$ cat src/hdl/vdcd_pkg.sv
`default_nettype none

package vdcd_pkg;

    // Command codes kept while the operands of a command are gathered.
    localparam logic [1:0] CC_IDLE  = 2'd0;
    localparam logic [1:0] CC_POINT = 2'd1;
    localparam logic [1:0] CC_LINE  = 2'd2;
    localparam logic [1:0] CC_REL   = 2'd3;

    // Command bytes of the stream.
    localparam logic [7:0] CMD_POINT = 8'd2;
    localparam logic [7:0] CMD_LINE  = 8'd3;
    localparam logic [7:0] CMD_REL   = 8'd4;

    // Operand byte counts at which words are complete.
    localparam logic [3:0] CNT_FIRST_X  = 4'd2;
    localparam logic [3:0] CNT_FIRST_Y  = 4'd4;
    localparam logic [3:0] CNT_SECOND_X = 4'd6;
    localparam logic [3:0] CNT_REL_DX   = 4'd1;

    // Draw kinds.
    localparam logic KIND_POINT = 1'b0;
    localparam logic KIND_LINE  = 1'b1;

    // Base of the vertical flip.
    localparam logic [16:0] Y_FLIP_BASE = 17'd1023;

    // One drawing result as it leaves the block.
    typedef struct packed {
        logic        kind;
        logic [15:0] start_x;
        logic [16:0] start_y_flipped;
        logic [15:0] end_x;
        logic [16:0] end_y_flipped;
    } t_draw;

    // Flip a 16-bit y coordinate as 1023 minus y, modulo 2^17.
    function automatic logic [16:0] flip_y(input logic [15:0] y);
        flip_y = Y_FLIP_BASE - {1'b0, y};
    endfunction

endpackage

`default_nettype wire

$ cat src/hdl/vdcd_parser.sv
`default_nettype none

module vdcd_parser
    import vdcd_pkg::*;
#(
    parameter int COORD_WIDTH = 16
) (
    input  wire logic       i_clk,
    input  wire logic       i_rst_n,
    input  wire logic       i_take,
    input  wire logic [7:0] i_data_byte,
    output logic            o_res_valid,
    output t_draw           o_res
);

    localparam int PadW = 16 - COORD_WIDTH;

    logic [1:0]             r_cmd, n_cmd;
    logic [3:0]             r_cnt, n_cnt;
    logic [7:0]             r_hi, n_hi;
    logic [COORD_WIDTH-1:0] r_fx, n_fx;
    logic [COORD_WIDTH-1:0] r_fy, n_fy;
    logic [COORD_WIDTH-1:0] r_sx, n_sx;
    logic [COORD_WIDTH-1:0] r_bx, n_bx;
    logic [COORD_WIDTH-1:0] r_by, n_by;

    logic [3:0]             w_n;
    logic [15:0]            w_word16;
    logic [COORD_WIDTH-1:0] w_word;
    logic [COORD_WIDTH-1:0] w_rel_x;
    logic [COORD_WIDTH-1:0] w_rel_y;

    // The word just completed and the relative end point.
    assign w_n      = r_cnt + 4'd1;
    assign w_word16 = {r_hi, i_data_byte};
    assign w_word   = w_word16[COORD_WIDTH-1:0];
    assign w_rel_x  = r_bx + {{(COORD_WIDTH-8){r_hi[7]}}, r_hi};
    assign w_rel_y  = r_by + {{(COORD_WIDTH-8){i_data_byte[7]}}, i_data_byte};

    // Decode one byte against the gathering state.
    always_comb begin
        n_cmd       = r_cmd;
        n_cnt       = r_cnt;
        n_hi        = r_hi;
        n_fx        = r_fx;
        n_fy        = r_fy;
        n_sx        = r_sx;
        n_bx        = r_bx;
        n_by        = r_by;
        o_res_valid = 1'b0;
        o_res       = '0;
        case (r_cmd)
            CC_IDLE: begin
                n_cnt = 4'd0;
                if (i_data_byte == CMD_POINT) begin
                    n_cmd = CC_POINT;
                end else if (i_data_byte == CMD_LINE) begin
                    n_cmd = CC_LINE;
                end else if (i_data_byte == CMD_REL) begin
                    n_cmd = CC_REL;
                end
            end
            CC_REL: begin
                n_cnt = w_n;
                if (w_n == CNT_REL_DX) begin
                    n_hi = i_data_byte;
                end else begin
                    o_res_valid           = 1'b1;
                    o_res.kind            = KIND_LINE;
                    o_res.start_x         = {{PadW{1'b0}}, r_bx};
                    o_res.start_y_flipped = flip_y({{PadW{1'b0}}, r_by});
                    o_res.end_x           = {{PadW{1'b0}}, w_rel_x};
                    o_res.end_y_flipped   = flip_y({{PadW{1'b0}}, w_rel_y});
                    n_bx  = w_rel_x;
                    n_by  = w_rel_y;
                    n_cmd = CC_IDLE;
                    n_cnt = 4'd0;
                end
            end
            CC_POINT: begin
                n_cnt = w_n;
                if (w_n[0]) begin
                    n_hi = i_data_byte;
                end else if (w_n == CNT_FIRST_X) begin
                    n_fx = w_word;
                end else begin
                    o_res_valid           = 1'b1;
                    o_res.kind            = KIND_POINT;
                    o_res.start_x         = {{PadW{1'b0}}, r_fx};
                    o_res.start_y_flipped = flip_y({{PadW{1'b0}}, w_word});
                    o_res.end_x           = {{PadW{1'b0}}, r_fx};
                    o_res.end_y_flipped   = flip_y({{PadW{1'b0}}, w_word});
                    n_bx  = r_fx;
                    n_by  = w_word;
                    n_cmd = CC_IDLE;
                    n_cnt = 4'd0;
                end
            end
            CC_LINE: begin
                n_cnt = w_n;
                if (w_n[0]) begin
                    n_hi = i_data_byte;
                end else if (w_n == CNT_FIRST_X) begin
                    n_fx = w_word;
                end else if (w_n == CNT_FIRST_Y) begin
                    n_fy = w_word;
                end else if (w_n == CNT_SECOND_X) begin
                    n_sx = w_word;
                end else begin
                    o_res_valid           = 1'b1;
                    o_res.kind            = KIND_LINE;
                    o_res.start_x         = {{PadW{1'b0}}, r_fx};
                    o_res.start_y_flipped = flip_y({{PadW{1'b0}}, r_fy});
                    o_res.end_x           = {{PadW{1'b0}}, r_sx};
                    o_res.end_y_flipped   = flip_y({{PadW{1'b0}}, w_word});
                    n_bx  = r_sx;
                    n_by  = w_word;
                    n_cmd = CC_IDLE;
                    n_cnt = 4'd0;
                end
            end
            default: begin
                n_cmd = CC_IDLE;
                n_cnt = 4'd0;
            end
        endcase
    end

    // State advances only on an accepted word.
    always_ff @(posedge i_clk) begin
        if (!i_rst_n) begin
            r_cmd <= CC_IDLE;
            r_cnt <= '0;
            r_hi  <= '0;
            r_fx  <= '0;
            r_fy  <= '0;
            r_sx  <= '0;
            r_bx  <= '0;
            r_by  <= '0;
        end else if (i_take) begin
            r_cmd <= n_cmd;
            r_cnt <= n_cnt;
            r_hi  <= n_hi;
            r_fx  <= n_fx;
            r_fy  <= n_fy;
            r_sx  <= n_sx;
            r_bx  <= n_bx;
            r_by  <= n_by;
        end
    end

endmodule

`default_nettype wire

$ cat src/hdl/vector_display_command_decoder_core.sv
// A result word appears in the cycle after the input word that completes its command.
// Throughput: one input word per cycle while the sink does not stall; the parse state and the
// output register update together, so only downstream stall slows the stream.
// Reset: synchronous, active low; clears the command state, beam position and
// the output valid flag.
`default_nettype none

module vector_display_command_decoder_core
    import vdcd_pkg::*;
#(
    parameter int COORD_WIDTH = 16
) (
    input  wire logic        i_clk,
    input  wire logic        i_rst_n,
    input  wire logic        i_in_valid,
    output logic             o_in_stall,
    input  wire logic [7:0]  i_data_byte,
    output logic             o_out_valid,
    input  wire logic        i_out_stall,
    output logic             o_draw_kind,
    output logic [15:0]      o_start_x,
    output logic [16:0]      o_start_y_flipped,
    output logic [15:0]      o_end_x,
    output logic [16:0]      o_end_y_flipped
);

    logic  w_take;
    logic  w_res_valid;
    t_draw w_res;
    logic  r_out_valid;
    t_draw r_out;

    // A word is taken unless a result is waiting and the sink stalls.
    assign o_in_stall = r_out_valid && i_out_stall;
    assign w_take     = i_in_valid && !o_in_stall;

    vdcd_parser #(
        .COORD_WIDTH(COORD_WIDTH)
    ) u_parser (
        .i_clk       (i_clk),
        .i_rst_n     (i_rst_n),
        .i_take      (w_take),
        .i_data_byte (i_data_byte),
        .o_res_valid (w_res_valid),
        .o_res       (w_res)
    );

    // Output register: load a new result or drop the one taken.
    always_ff @(posedge i_clk) begin
        if (!i_rst_n) begin
            r_out_valid <= 1'b0;
        end else if (w_take && w_res_valid) begin
            r_out_valid <= 1'b1;
        end else if (!i_out_stall) begin
            r_out_valid <= 1'b0;
        end
    end

    always_ff @(posedge i_clk) begin
        if (w_take && w_res_valid) begin
            r_out <= w_res;
        end
    end

    assign o_out_valid       = r_out_valid;
    assign o_draw_kind       = r_out.kind;
    assign o_start_x         = r_out.start_x;
    assign o_start_y_flipped = r_out.start_y_flipped;
    assign o_end_x           = r_out.end_x;
    assign o_end_y_flipped   = r_out.end_y_flipped;

    // A completed command always shows up at the output next cycle.
    a_result_lands: assert property (@(posedge i_clk) disable iff (!i_rst_n)
        (w_take && w_res_valid) |=> o_out_valid)
        else $error("completed command did not reach the output");

    // A point has identical start and end.
    a_point_degenerate: assert property (@(posedge i_clk) disable iff (!i_rst_n)
        (o_out_valid && (o_draw_kind == KIND_POINT)) |->
        ((o_start_x == o_end_x) && (o_start_y_flipped == o_end_y_flipped)))
        else $error("point result with differing end points");

    // Reset empties the output register.
    a_reset_clears: assert property (@(posedge i_clk)
        !i_rst_n |=> !o_out_valid)
        else $error("output valid after reset");

endmodule

`default_nettype wire
$ cat config.mk
export PLATFORM = sky130hd
export DESIGN_NAME = vector_display_command_decoder_core
export DESIGN_NICKNAME = d
export VERILOG_FILES = /design/src/hdl/vdcd_pkg.sv /design/src/hdl/vdcd_parser.sv /design/src/hdl/vector_display_command_decoder_core.sv
export SDC_FILE = /design/constraint.sdc
export NUM_CORES = 1
export LEC_CHECK = 0
export BUFFER_PORTS_ARGS = -buffer_cell sky130_fd_sc_hd__buf_2
export CORE_ASPECT_RATIO = 0.5
export CORE_MARGIN = 5
export CORE_UTILIZATION = 45
export CTS_CLUSTER_SIZE = 30
export DETAILED_ROUTE_END_ITERATION = 8
export MAX_ROUTING_LAYER = met4
export PLACE_DENSITY = 0.73
export RECOVER_POWER = 25
export SYNTH_ARGS = -nofsm -noshare
export SYNTH_HDL_FRONTEND = slang
export SYNTH_SLANG_ARGS = --single-unit
$ cat constraint.sdc
create_clock -name i_clk -period 18.5 [get_ports i_clk]
set_input_delay 2.775 -clock i_clk [delete_from_list [all_inputs] [get_ports i_clk]]
set_output_delay 2.775 -clock i_clk [all_outputs]
set_load 0.1 [all_outputs]
Word level (Yosys, flattened, before mapping)

Cells that the tools add are included.

Add/sub/neg operators: 7
Equality and inequality tests: 21
Mux-type cells: 56
Bitwise operators: 3
Reduce and logical (&&, ||, !) cells: 14

Operator list:

| cell                     | count |
|---|---|
| $mux W67                 | 6 |
| $mux W16                 | 14 |
| $pmux W67 S3             | 1 |
| $pmux W16 S3             | 2 |
| $sub A10 B16 Y17 const A | 4 |
| $mux W66                 | 1 |
| $add A16 B16 Y16         | 2 |
| $mux W4                  | 7 |
| $mux W2                  | 10 |
| $reduce_and A9 Y1        | 2 |
| $eq A8 B2 Y1 const B     | 2 |
| $mux W8                  | 2 |
| $pmux W4 S4              | 1 |
| $pmux W8 S2              | 1 |
| $ne A2 B2 Y1 const B     | 7 |
| $mux W1                  | 9 |
| $eq A4 B3 Y1 const B     | 2 |
| $eq A8 B3 Y1 const B     | 1 |
| $pmux W2 S4              | 1 |
| $reduce_and A4 Y1        | 2 |
| $ne A2 B1 Y1 const B     | 3 |
| $reduce_and A6 Y1        | 1 |
| $reduce_and A5 Y1        | 1 |
| $add A4 B1 Y4 const B    | 1 |
| 13 further kinds         | 18 |

Bits in registers: 162
Input port bits: 12
Output and inout port bits: 69
Logic and storage cells: 115

Depth between registers and ports, before layout

Gate-level depths: netlist (run 1).

Depth in word-level cells: 9
Mapped depth: 11
Depth with buffers taken out: 11

Modules after synthesis

From an unflattened synthesis (run 1), not the netlist that was laid out.

Cells, all modules: 962
Area, all modules: 8937.3 um^2

Modules (own cells, without submodules):

| module                              | instances | cells each | area an instance (um^2) | sequential area each (um^2) |
|---|---|---|---|---|
| vdcd_parser                         | 1         | 888        | 6874.1                  | 1881.8 |
| vector_display_command_decoder_core | 1         | 74         | 2063.2                  | 2031.9 |

Least setup slack after synthesis (run 1)

No wires, ideal clock.

Path type: input to register
Start point: input i_out_stall
End point: register r_out (netlist bit o_draw_kind) (enable)
Library setup time: 0.597 ns
Arrival time: 8.132 ns
Data required time: 17.903 ns
Setup slack: 9.770 ns
Stages on the path: 4
Path buffers: 0
Cells stage by stage: nand2_1 -> nand2_1 -> nor2_1 -> a21boi_0

Word-level cells in the longest chain between the ends: 4

RTL lines:

| what                 | RTL line                                  | source |
|---|---|---|
| start, declared      | vector_display_command_decoder_core.sv:19 | `input wire logic i_out_stall,` |
| $logic_and A1 B1 Y1  | vector_display_command_decoder_core.sv:34 | `assign o_in_stall = r_out_valid && i_out_stall;` |
| $logic_not A1 Y1     | vector_display_command_decoder_core.sv:35 | `assign w_take = i_in_valid && !o_in_stall;` |
| $logic_and A1 B1 Y1  | vector_display_command_decoder_core.sv:35 |  |
| $logic_and A1 B1 Y1  | vector_display_command_decoder_core.sv:60 | `if (w_take && w_res_valid) begin` |
| end signal, assigned | vector_display_command_decoder_core.sv:61 | `r_out <= w_res;` |
| end, declared        | vector_display_command_decoder_core.sv:31 | `t_draw r_out;` |

No other way between the ends.
A chain may end at the register's enable or synchronous reset.

==> out/results.txt, run 1 <==
Total GRT Usage - 21.9%
Type of the most critical hold path - flop to flop
Failing checks - max-capacitance violations, max-slew violations
Initial detailed-routing violation count - 814
# fillers - 1,794
Yosys top cell by area - edfxtp_1
GRT busiest layer - met2
Met3 usage - 4.47%
Worst stage delay on the critical path - 2.63 ns
Mean post-synth cell area - 9.50 um^2
Critical Path RT - 18.84 ns
Cells along the critical path - clkbuf_1 > nand2_1 > a21o_1 > o31ai_1
Final Hold Violating Endpoints - 0
Routability congestion estimate - 0.909
Post-synth top area share - 22.0%
Overflow after GRT - 0
Mapped Nets - 1,018
Post-synthesis async set-or-reset flop share - 0%
CP bufs+invs - 1
DR pass1 iterations - 6
CP max-delay cell - clkbuf_1
Area added between synthesis and finish - 11.9%
Pin count of the biggest net entering global routing - 100
Die Span Y - 111 um
Vias - 7,599
Post-DP HPWL - 16,000 um
Clock net sink count - 162
Final count of negative-setup-slack endpoints - 0
Sum Neg Setup Slack - 0 ns
Worst-Margin Slew - 3.81 ns
I/O Pins - 81
Syn Std Cell Area - 0.00914 mm^2
Seq cells post-synth - 162
R2R setup slack - 14.11 ns
Drt wl/cell - 19.4 um
Initial antenna violation count - 0
Layout cell share with drive strength beyond 1 - 12.9%
# diodes - 0
Storage element area - 0.00391 mm^2
Number of CTS-inserted buffers - 17
Hold-fix buffers, CTS - 0
Final worst path period share - 35.4%
Maximum VDD drop - 0.0000732 V
Post-synthesis cell type count - 65
Latest clock arrival within the worst-skew pair - 0.43 ns
Total core area - 0.0197 mm^2
Clock transition at path regs - 0.07 ns
GRT met2 Usage - 33.1%
Initial core utilization - 46.4%
Die W - 212 um
Reg-to-reg startpoint - u_parser.r_cnt[0]
Worst path top cell family by delay - buffers and inverters
Syn Inst Count - 962
Cells on Worst Hold Path - 2
Htree depth - 4
Multi-input gate area - 0.00486 mm^2
Worst Reg-to-Reg Cells - 10
FP Rows - 36
Startpoint Class - input pin
Die Area - 0.0234 mm^2
First-pass GRT wire length - 40,400 um
Setup bufs post-CTS - 0
Final nets - 1,052
Clock skew - 0.00830 ns
Worst setup path class - input pin to flop
ANT nets after route - 0
Root buf cell - clkbuf_16
RSZ-0062 raised after global routing - false
Reg-to-Reg End - o_end_x[15]
CTS tree - done
Inst Count DP - 1,243
WL final - 24,700 um
Port bufs - 80
Vias in the first global route - 7,700
Critical path capture point type - flop
Post-synthesis sequential area ratio - 42.8%
Yosys Warn Count - 0
Critical Path Fanout Max - 99
Pwr/cell area - 85.2 mW/mm^2
Longest Clk Path Bufs - 2
P_leak - 3.90 nW
Max-slew violations - 133
Synth top area cells - edfxtp_1, dfxtp_1, mux2i_1
PostCTS Resize Cnt - 0
Post-synth EDFFs - 67
Endpoint, Worst Hold - u_parser.r_bx[2]
Slew HR - -154%
Number of max-cap violations - 2
Grt met1 use - 29.3%
CP arrival - 6.88 ns
Fin cells - 1,275
Main synth FF type - dfxtp_1
Outcome - finished with violations
Vias per inst - 5.96
Crit path time final - 6.54 ns
Min-delay src - u_parser.r_bx[2]
Highest clock rate - 0.153 GHz
Residual DRC count - 0
where the power goes:
part	internal, mW	switching [mW]	total [mW]	leakage [nW]
Sequential	0.375	0.0111	0.386	1.39
Combinational	0.0506	0.0946	0.145	2.24
Clock	0.195	0.145	0.340	0.278
kinds of logic (layout without fill, tap and decap cells):
logic type	Yosys count	after routing	share of synthesized area [%]
fa+ha+maj	44	44	6.19
xor+xnor	46	46	4.41
flops	162	162	42.8
mux	64	64	7.01
simple gates	315	315	16.2
compound gates	234	234	19.2
buf+inv	97	144	4.18
worst reg2reg max path: cells and delay by family, from the launching register on:
family                     cells  cell delay [ns]
AOI/OAI and AO/OA              5             0.87
adders and majority gates      1             0.37
buffers and inverters          1             1.30
DFF                            1             0.60
and+or+nand+nor                3             1.10
state kept, by name, indices dropped and copies added, names as in the netlist, 2 cells and up:
signal,cells
o_end_x,16
u_parser.r_fx,16
u_parser.r_cnt,4
u_parser.r_hi,8
o_end_y_flipped,17
o_start_y_flipped,17
u_parser.r_cmd,2
u_parser.r_sx,16
u_parser.r_by,16
o_start_x,16
u_parser.r_bx,16
u_parser.r_fy,16
per-stage QoR:
stage                     utilization (%)  total power [mW]  hold slack [ns]  cell area (um^2)  worst slack [ns]
after global placement               49.1             0.530            0.469              9670             12.32
after detailed placement             49.1             0.535            0.477              9670             12.31
after CTS                            52.0             0.872            0.486             10200             12.31
after global routing                 51.9             0.906            0.511             10200             11.69
after floorplan                         -             0.502            0.452              9140              9.77
final                                51.9             0.871            0.486             10200             11.96
cell type report:
class,instances,area share (%)
Tap cell,266,3.26
Clock inverter,7,0.453
Multi-Input combinational cell,703,47.6
Clock buffer,25,5.07
Sequential cell,162,38.3
Inverter,22,0.808
Timing Repair Buffer,90,4.58
Yosys cell counts (16+ instances only):
cell / count
xor2_1: 18
mux2i_1: 64
inv_1: 22
o211ai_1: 19
nand2_1: 78
o21ai_0: 22
ha_1: 42
dfxtp_1: 95
a21oi_1: 32
a21boi_0: 16
nand3_1: 20
clkbuf_1: 61
nor2b_1: 62
a222oi_1: 19
nor2_1: 108
edfxtp_1: 67
xnor2_1: 28
a22oi_1: 38
per-layer routing:
layer  share of wire (%)  up-vias
met5                   0        -
met4                 2.7        0
met3                 8.0       63
met2                  45      343
met1                  45     3622
li1                    -     3571
cell usage in the layout (no fill, tap or decap), types with 5 or more instances in the layout:
cell,count
clkbuf_16,19
a2bb2oi_1,5
o31ai_1,5
buf_2,77
o211ai_1,19
buf_4,9
o22ai_1,12
nand3_1,20
a21oi_1,32
nand4_1,7
o22a_1,6
and3_1,7
a22oi_1,38
nor2b_1,62
a222oi_1,19
o211a_1,12
o21ai_0,22
nor2_1,108
dfxtp_1,95
a21boi_0,15
xor2_1,18
mux2i_1,64
nand2_1,78
inv_1,22
nor3_1,12
edfxtp_1,67
clkbuf_1,8
a21o_1,11
xnor2_1,28
ha_1,41
worst max path at each step:
stage | from | depth (start not counted) | end
2_1_floorplan | i_out_stall | 4 | o_draw_kind
3_3_place_gp | i_out_stall | 4 | o_in_stall
3_5_place_dp | i_out_stall | 4 | o_in_stall
4_1_cts | i_out_stall | 4 | o_in_stall
5_1_grt | i_rst_n | 4 | u_parser.r_bx[15]
6_report | i_rst_n | 4 | u_parser.r_bx[15]
Power figures use the tool's default switching activity.
==> run 2: changes to the inputs <==
==> constraint.sdc (replaced) <==
create_clock -name i_clk -period 6.7 [get_ports i_clk]
set_input_delay 1.005 -clock i_clk [delete_from_list [all_inputs] [get_ports i_clk]]
set_output_delay 1.005 -clock i_clk [all_outputs]
set_load 0.1 [all_outputs]
==> run 2 against run 1 <==
The flow now finishes without violations. Largest cell class unchanged. Sequential power increased to 2.7 times the previous value. Worst hold slack got worse by 0.0025 ns. First-iteration DRC count grew 12%.
==> out/results.txt, run 2 (synthesized netlist as in run 1, its figures left out) <==
Crit path time final - 4.24 ns
Commonest cells after routing, fill and taps aside - nor2_1, dfxtp_1, nand2_1, clkbuf_1, edfxtp_1
Final nets - 1,054 (+0.19%)
Initial core utilization - 46.4% (unchanged)
Port bufs - 80 (unchanged)
# fillers - 1,764 (-1.7%)
I/O Pins - 81 (unchanged)
Final count of negative-setup-slack endpoints - 0 (unchanged)
WL final - 24,800 um (+0.25%)
Critical path capture point type - flop
Die Area - 0.0234 mm^2 (unchanged)
Layout cell share with drive strength beyond 1 - 7.02% (-5.9 points)
Initial detailed-routing violation count - 911 (+12%)
Cells along the critical path - ha_1 > or2_1 > a21oi_1 > o21ai_2 > and2_1 > and3_1 > nor2_1 > buf_4 > a21boi_4 > buf_4
Slew HR - 16.9% (+170 points)
First-pass GRT wire length - 40,300 um (-0.10%)
Vias - 7,629 (+0.39%)
CTS tree - done
P_leak - 3.77 nW (-3.4%)
CP max-delay cell - and3_1
CP bufs+invs - 2 (+1)
Final worst path period share - 63.2%
Outcome - finished clean
Vias per inst - 5.97 (+0.24%)
Initial antenna violation count - 0 (unchanged)
Worst path top cell family by delay - simple AND/OR/NAND/NOR gates
Most common cell after layout, fill and taps aside - nor2_1
Highest clock rate - 0.236 GHz
Clock net sink count - 162 (unchanged)
Critical Path Fanout Max - 34 (-66%)
Worst-Margin Slew - 1.24 ns (-2.57 ns)
Htree depth - 4 (unchanged)
Die W - 212 um (unchanged)
Worst setup path class - flop to flop
Latest clock arrival within the worst-skew pair - 0.42 ns (about the same)
DR pass1 iterations - 6 (unchanged)
Total GRT Usage - 21.7% (-0.18 points)
Routability congestion estimate - 0.926 (+1.8%)
Vias in the first global route - 7,668 (-0.42%)
Hold-fix buffers, CTS - 0 (unchanged)
DP Worst Slack - 2.61 ns (-9.70 ns)
Number of CTS-inserted buffers - 17 (unchanged)
Cell mode on critical path - buf_4
Final Hold Violating Endpoints - 0 (unchanged)
Clock transition at path regs - 0.06 ns (about the same)
Maximum VDD drop - 0.000192 V (+160%)
Residual DRC count - 0 (unchanged)
Root buf cell - clkbuf_16
Pwr/cell area - 245 mW/mm^2 (+190%)
RSZ-0062 raised after global routing - false
Longest Clk Path Bufs - 2 (unchanged)
# diodes - 0 (unchanged)
Pin count of the biggest net entering global routing - 100 (unchanged)
FP Rows - 36 (unchanged)
Worst stage delay on the critical path - 0.90 ns (-1.73 ns)
Setup bufs post-CTS - 0 (unchanged)
Max-slew violations - 0 (-100%)
Post-DP HPWL - 16,200 um (+1.1%)
Number of max-cap violations - 0 (-2)
Overflow after GRT - 0 (unchanged)
Type of the most critical hold path - flop to flop
ANT nets after route - 0 (unchanged)
Area added between synthesis and finish - 12.0% (about the same)
Drt wl/cell - 19.4 um (about the same)
PostCTS Resize Cnt - 0 (unchanged)
Worst setup margin - 2.46 ns (-9.49 ns)
CP arrival - 4.31 ns (-2.57 ns)
Startpoint Class - flop
Critical Path RT - 6.78 ns (-12.06 ns)
Clock skew - 0.0101 ns (+0.00185 ns)
Total core area - 0.0197 mm^2 (unchanged)
Die Span Y - 111 um (unchanged)
Sum Neg Setup Slack - 0 ns (unchanged)
==> run 2: cell types whose count changed in the layout (fill, tap and decap cells not counted) <==
cell	delta
or2_1	+1
clkbuf_8	+1
bufinv_16	+3
and2_1	+2
clkbuf_1	+61
and2_0	-2
clkbuf_16	-1
or2_0	-1
clkinvlp_4	+1
inv_6	+1
buf_2	-66
buf_4	+3
inv_4	-1
==> run 2: final timing paths <==
kind / from / end / slack, ns / cells past startpoint
setup reg to reg: u_parser.r_cnt[0] / o_start_x[7] / 2.46 / 10
setup / recovery: u_parser.r_cnt[0] / o_start_x[7] / 2.46 / 10
hold reg to reg: u_parser.r_bx[8] / u_parser.r_bx[8] / 0.48 / 2
hold / removal: u_parser.r_bx[8] / u_parser.r_bx[8] / 0.48 / 2
==> run 2: through the flow <==
step	utilization (%)	std cells	power (mW)	area [um^2]	hold slack [ns]
CTS	52.4	1277	2.51	10300	0.484
floorplan	-	962	1.39	9140	0.452
finish	52.0	1277	2.51	10200	0.483
global placement	49.2	1245	1.47	9680	0.463
global route	52.0	1277	2.61	10200	0.514
detailed placement	49.2	1245	1.48	9680	0.474
==> run 2: area by class of cell <==
class	count	area [um^2]	area share, %
Inverter	22	82.6	0.807
Timing Repair Buffer	92	404	3.95
Sequential cell	162	3910	38.2
Multi-Input combinational cell	703	4860	47.5
Tap cell	266	333	3.25
Clock inverter	11	146	1.43
Clock buffer	21	492	4.80
==> run 2: where the power goes <==
| group | internal (mW) | switching, mW | leakage [nW] |
|---|---|---|---|
| Combinational | 0.140 | 0.266 | 2.07 |
| Sequential | 1.04 | 0.0274 | 1.39 |
| Clock | 0.640 | 0.400 | 0.311 |
==> run 2: metal layers <==
metal  share of wire (%)  vias to the layer above  global-route usage [%]
li1                    -                     3570                       -
met3                 8.3                       55                    5.48
met4                 2.4                        0                    7.50
met2                  44                      318                    32.3
met5                   0                        -                       -
met1                  45                     3686                    28.9
==> run 2: tightest hold or removal path: cells and delay by family, from the launching register on <==
family | cells | cell delay [ns]
flops | 1 | 0.33
simple gates | 2 | 0.12
==> run 3: changes to the inputs <==
--- a/config.mk
+++ b/config.mk
@@ -12,7 +12,7 @@
 export CTS_CLUSTER_SIZE = 30
 export DETAILED_ROUTE_END_ITERATION = 8
 export MAX_ROUTING_LAYER = met4
-export PLACE_DENSITY = 0.73
+export PLACE_DENSITY = 0.75
 export RECOVER_POWER = 25
 export SYNTH_ARGS = -nofsm -noshare
 export SYNTH_HDL_FRONTEND = slang
==> constraint.sdc (replaced) <==
create_clock -name i_clk -period 3.43 [get_ports i_clk]
set_input_delay 0.5145 -clock i_clk [delete_from_list [all_inputs] [get_ports i_clk]]
set_output_delay 0.5145 -clock i_clk [all_outputs]
set_load 0.1 [all_outputs]
==> run 3 against run 2 <==
Sequential share of layout area shrank 0.51 points. Clock skew up 0.0020 ns. First-iteration DRC count up 17%. Clock power is 72% higher.
==> out/results.txt, run 3 (synthesized netlist as in run 1, its figures left out) <==
Vias - 7,773 (+1.9%)
Overflow after GRT - 0 (unchanged)
I/O Pins - 81 (unchanged)
Vias per inst - 5.94 (-0.60%)
P_leak - 3.88 nW (+2.8%)
Outcome - finished clean
Critical path capture point type - flop
Cells along the critical path - ha_1 > fa_1 > a211oi_2 > o21ai_1 > a311oi_1 > buf_4 > xnor2_1 > buf_4 > nor4_2 > nand3_1 > xor2_1 > a22o_1
Latest clock arrival within the worst-skew pair - 0.43 ns (about the same)
Layout cell share with drive strength beyond 1 - 9.12% (+2.1 points)
Clock skew - 0.0121 ns (+0.00200 ns)
Type of the most critical hold path - input pin to flop
Die Area - 0.0234 mm^2 (unchanged)
Root buf cell - clkbuf_16
Initial core utilization - 46.4% (unchanged)
Drt wl/cell - 19.8 um (+2.0%)
Hold-fix buffers, CTS - 0 (unchanged)
Inst Count DP - 1,276 (+2.5%)
Worst-Margin Slew - 1.24 ns (-0.00287 ns)
Fin cells - 1,309 (+2.5%)
Number of max-cap violations - 0 (unchanged)
Final Hold Violating Endpoints - 0 (unchanged)
Cell mode on critical path - buf_4
Cells on Worst Hold Path - 4 (+2)
Htree depth - 4 (unchanged)
PostCTS Resize Cnt - 0 (unchanged)
WL final - 25,900 um (+4.6%)
Pwr/cell area - 453 mW/mm^2 (+85%)
RSZ-0062 raised after global routing - false
Storage element area - 0.00391 mm^2 (unchanged)
Worst Reg-to-Reg Cells - 12 (+2)
FP Rows - 36 (unchanged)
Total GRT Usage - 22.5% (+0.77 points)
Longest Clk Path Bufs - 2 (unchanged)
Startpoint Class - flop
Max-slew violations - 0 (unchanged)
Highest clock rate - 0.322 GHz (+37%)
Die W - 212 um (unchanged)
Area added between synthesis and finish - 13.5%
Final worst path period share - 90.5% (+27 points)
Worst setup margin - 0.327 ns (-2.14 ns)
Post-DP HPWL - 17,500 um (+8.1%)
Maximum VDD drop - 0.000482 V (+150%)
Slew HR - 17.6% (+0.64 points)
Port bufs - 80 (unchanged)
Initial detailed-routing violation count - 1,064 (+17%)
Pin count of the biggest net entering global routing - 72 (-28%)
CP arrival - 3.28 ns (-1.03 ns)
Most common cell after layout, fill and taps aside - nor2_1
Sum Neg Setup Slack - 0 ns (unchanged)
Worst stage delay on the critical path - 0.45 ns (-0.45 ns)
# fillers - 1,748 (-0.91%)
CP max-delay cell - fa_1
Commonest cells after routing, fill and taps aside - nor2_1, dfxtp_1, nand2_1, clkbuf_1, edfxtp_1
Initial antenna violation count - 1 (+1)
ANT nets after route - 0 (unchanged)
Worst path top cell family by delay - compound AO/OA/AOI/OAI gates
Die Span Y - 111 um (unchanged)
DP Worst Slack - 0.0184 ns (-2.59 ns)
Setup bufs post-CTS - 0 (unchanged)
Routability congestion estimate - 0.948 (+2.4%)
DR pass1 iterations - 6 (unchanged)
Critical Path Fanout Max - 3 (-91%)
Vias in the first global route - 7,661 (-0.091%)
Residual DRC count - 0 (unchanged)
Multi-input gate area - 0.00486 mm^2 (about the same)
First-pass GRT wire length - 41,500 um (+2.9%)
Critical Path RT - 3.61 ns (-3.17 ns)
CTS tree - done
CP bufs+invs - 2 (unchanged)
Clock net sink count - 162 (unchanged)
Number of CTS-inserted buffers - 17 (unchanged)
Final count of negative-setup-slack endpoints - 0 (unchanged)
Crit path time final - 3.10 ns (-1.13 ns)
Total core area - 0.0197 mm^2 (unchanged)
Critical path depth in cells - 12 (+2)
Worst setup path class - flop to flop
Clock transition at path regs - 0.06 ns (about the same)
Final nets - 1,085 (+2.9%)
## run 3: cell types whose count changed in the layout (fill, tap and decap cells not counted), moves of 2 or more
cell       change
buf_4         +30
bufinv_16      -3
clkbuf_1       +4
clkbuf_8       -3
clkinv_1       +2
## run 3: worst paths after layout
kind / startpoint / to / slack (ns)
worst max register to register: u_parser.r_by[0] / o_end_y_flipped[15] / 0.33
worst min register to register: u_parser.r_bx[2] / u_parser.r_bx[2] / 0.49
worst max-delay path: u_parser.r_by[0] / o_end_y_flipped[15] / 0.33
worst min-delay path: i_out_stall / o_out_valid / 0.44
## run 3: routing by layer
layer	part of all wire, %	track usage, %	routed length, um	vias up
li1	-	-	-	3631
met1	44	30.9	11500	3765
met2	46	34.5	11800	345
met3	8.7	4.30	2260	32
met4	1.2	5.36	324	0
met5	0	-	0	-
## run 3: worst min-delay path, delay by kind of cell
family,cells,cell delay (ns)
buffers and inverters,2,0.14
AOI/OAI and AO/OA,1,0.11
and+or+nand+nor,1,0.07
## run 3: layout make-up
cell class	instances	share of cell area (%)
diodes	1	0.0241
clock buffers	23	4.73
clock inverters	9	0.531
inverters	22	0.796
multi-input cells	703	46.9
flip-flops and latches	162	37.7
well taps	266	3.21
repair buffers	123	6.12
## run 3: report_power, final
group	switching, mW	total (mW)	internal, mW
Combinational	0.543	0.844	0.302
Sequential	0.0443	2.07	2.02
Clock	0.780	1.79	1.01
Total	1.37	4.70	3.33
## run 3: metrics by stage
stage	area (um^2)	hold slack, ns	power (mW)	util [%]
2_1_floorplan	9150	0.452	2.71	-
3_3_place_gp	9910	0.474	2.91	50.4
3_5_place_dp	9910	0.486	2.93	50.4
4_1_cts	10500	0.430	4.70	53.1
5_1_grt	10400	0.461	4.91	52.7
6_report	10400	0.437	4.70	52.7
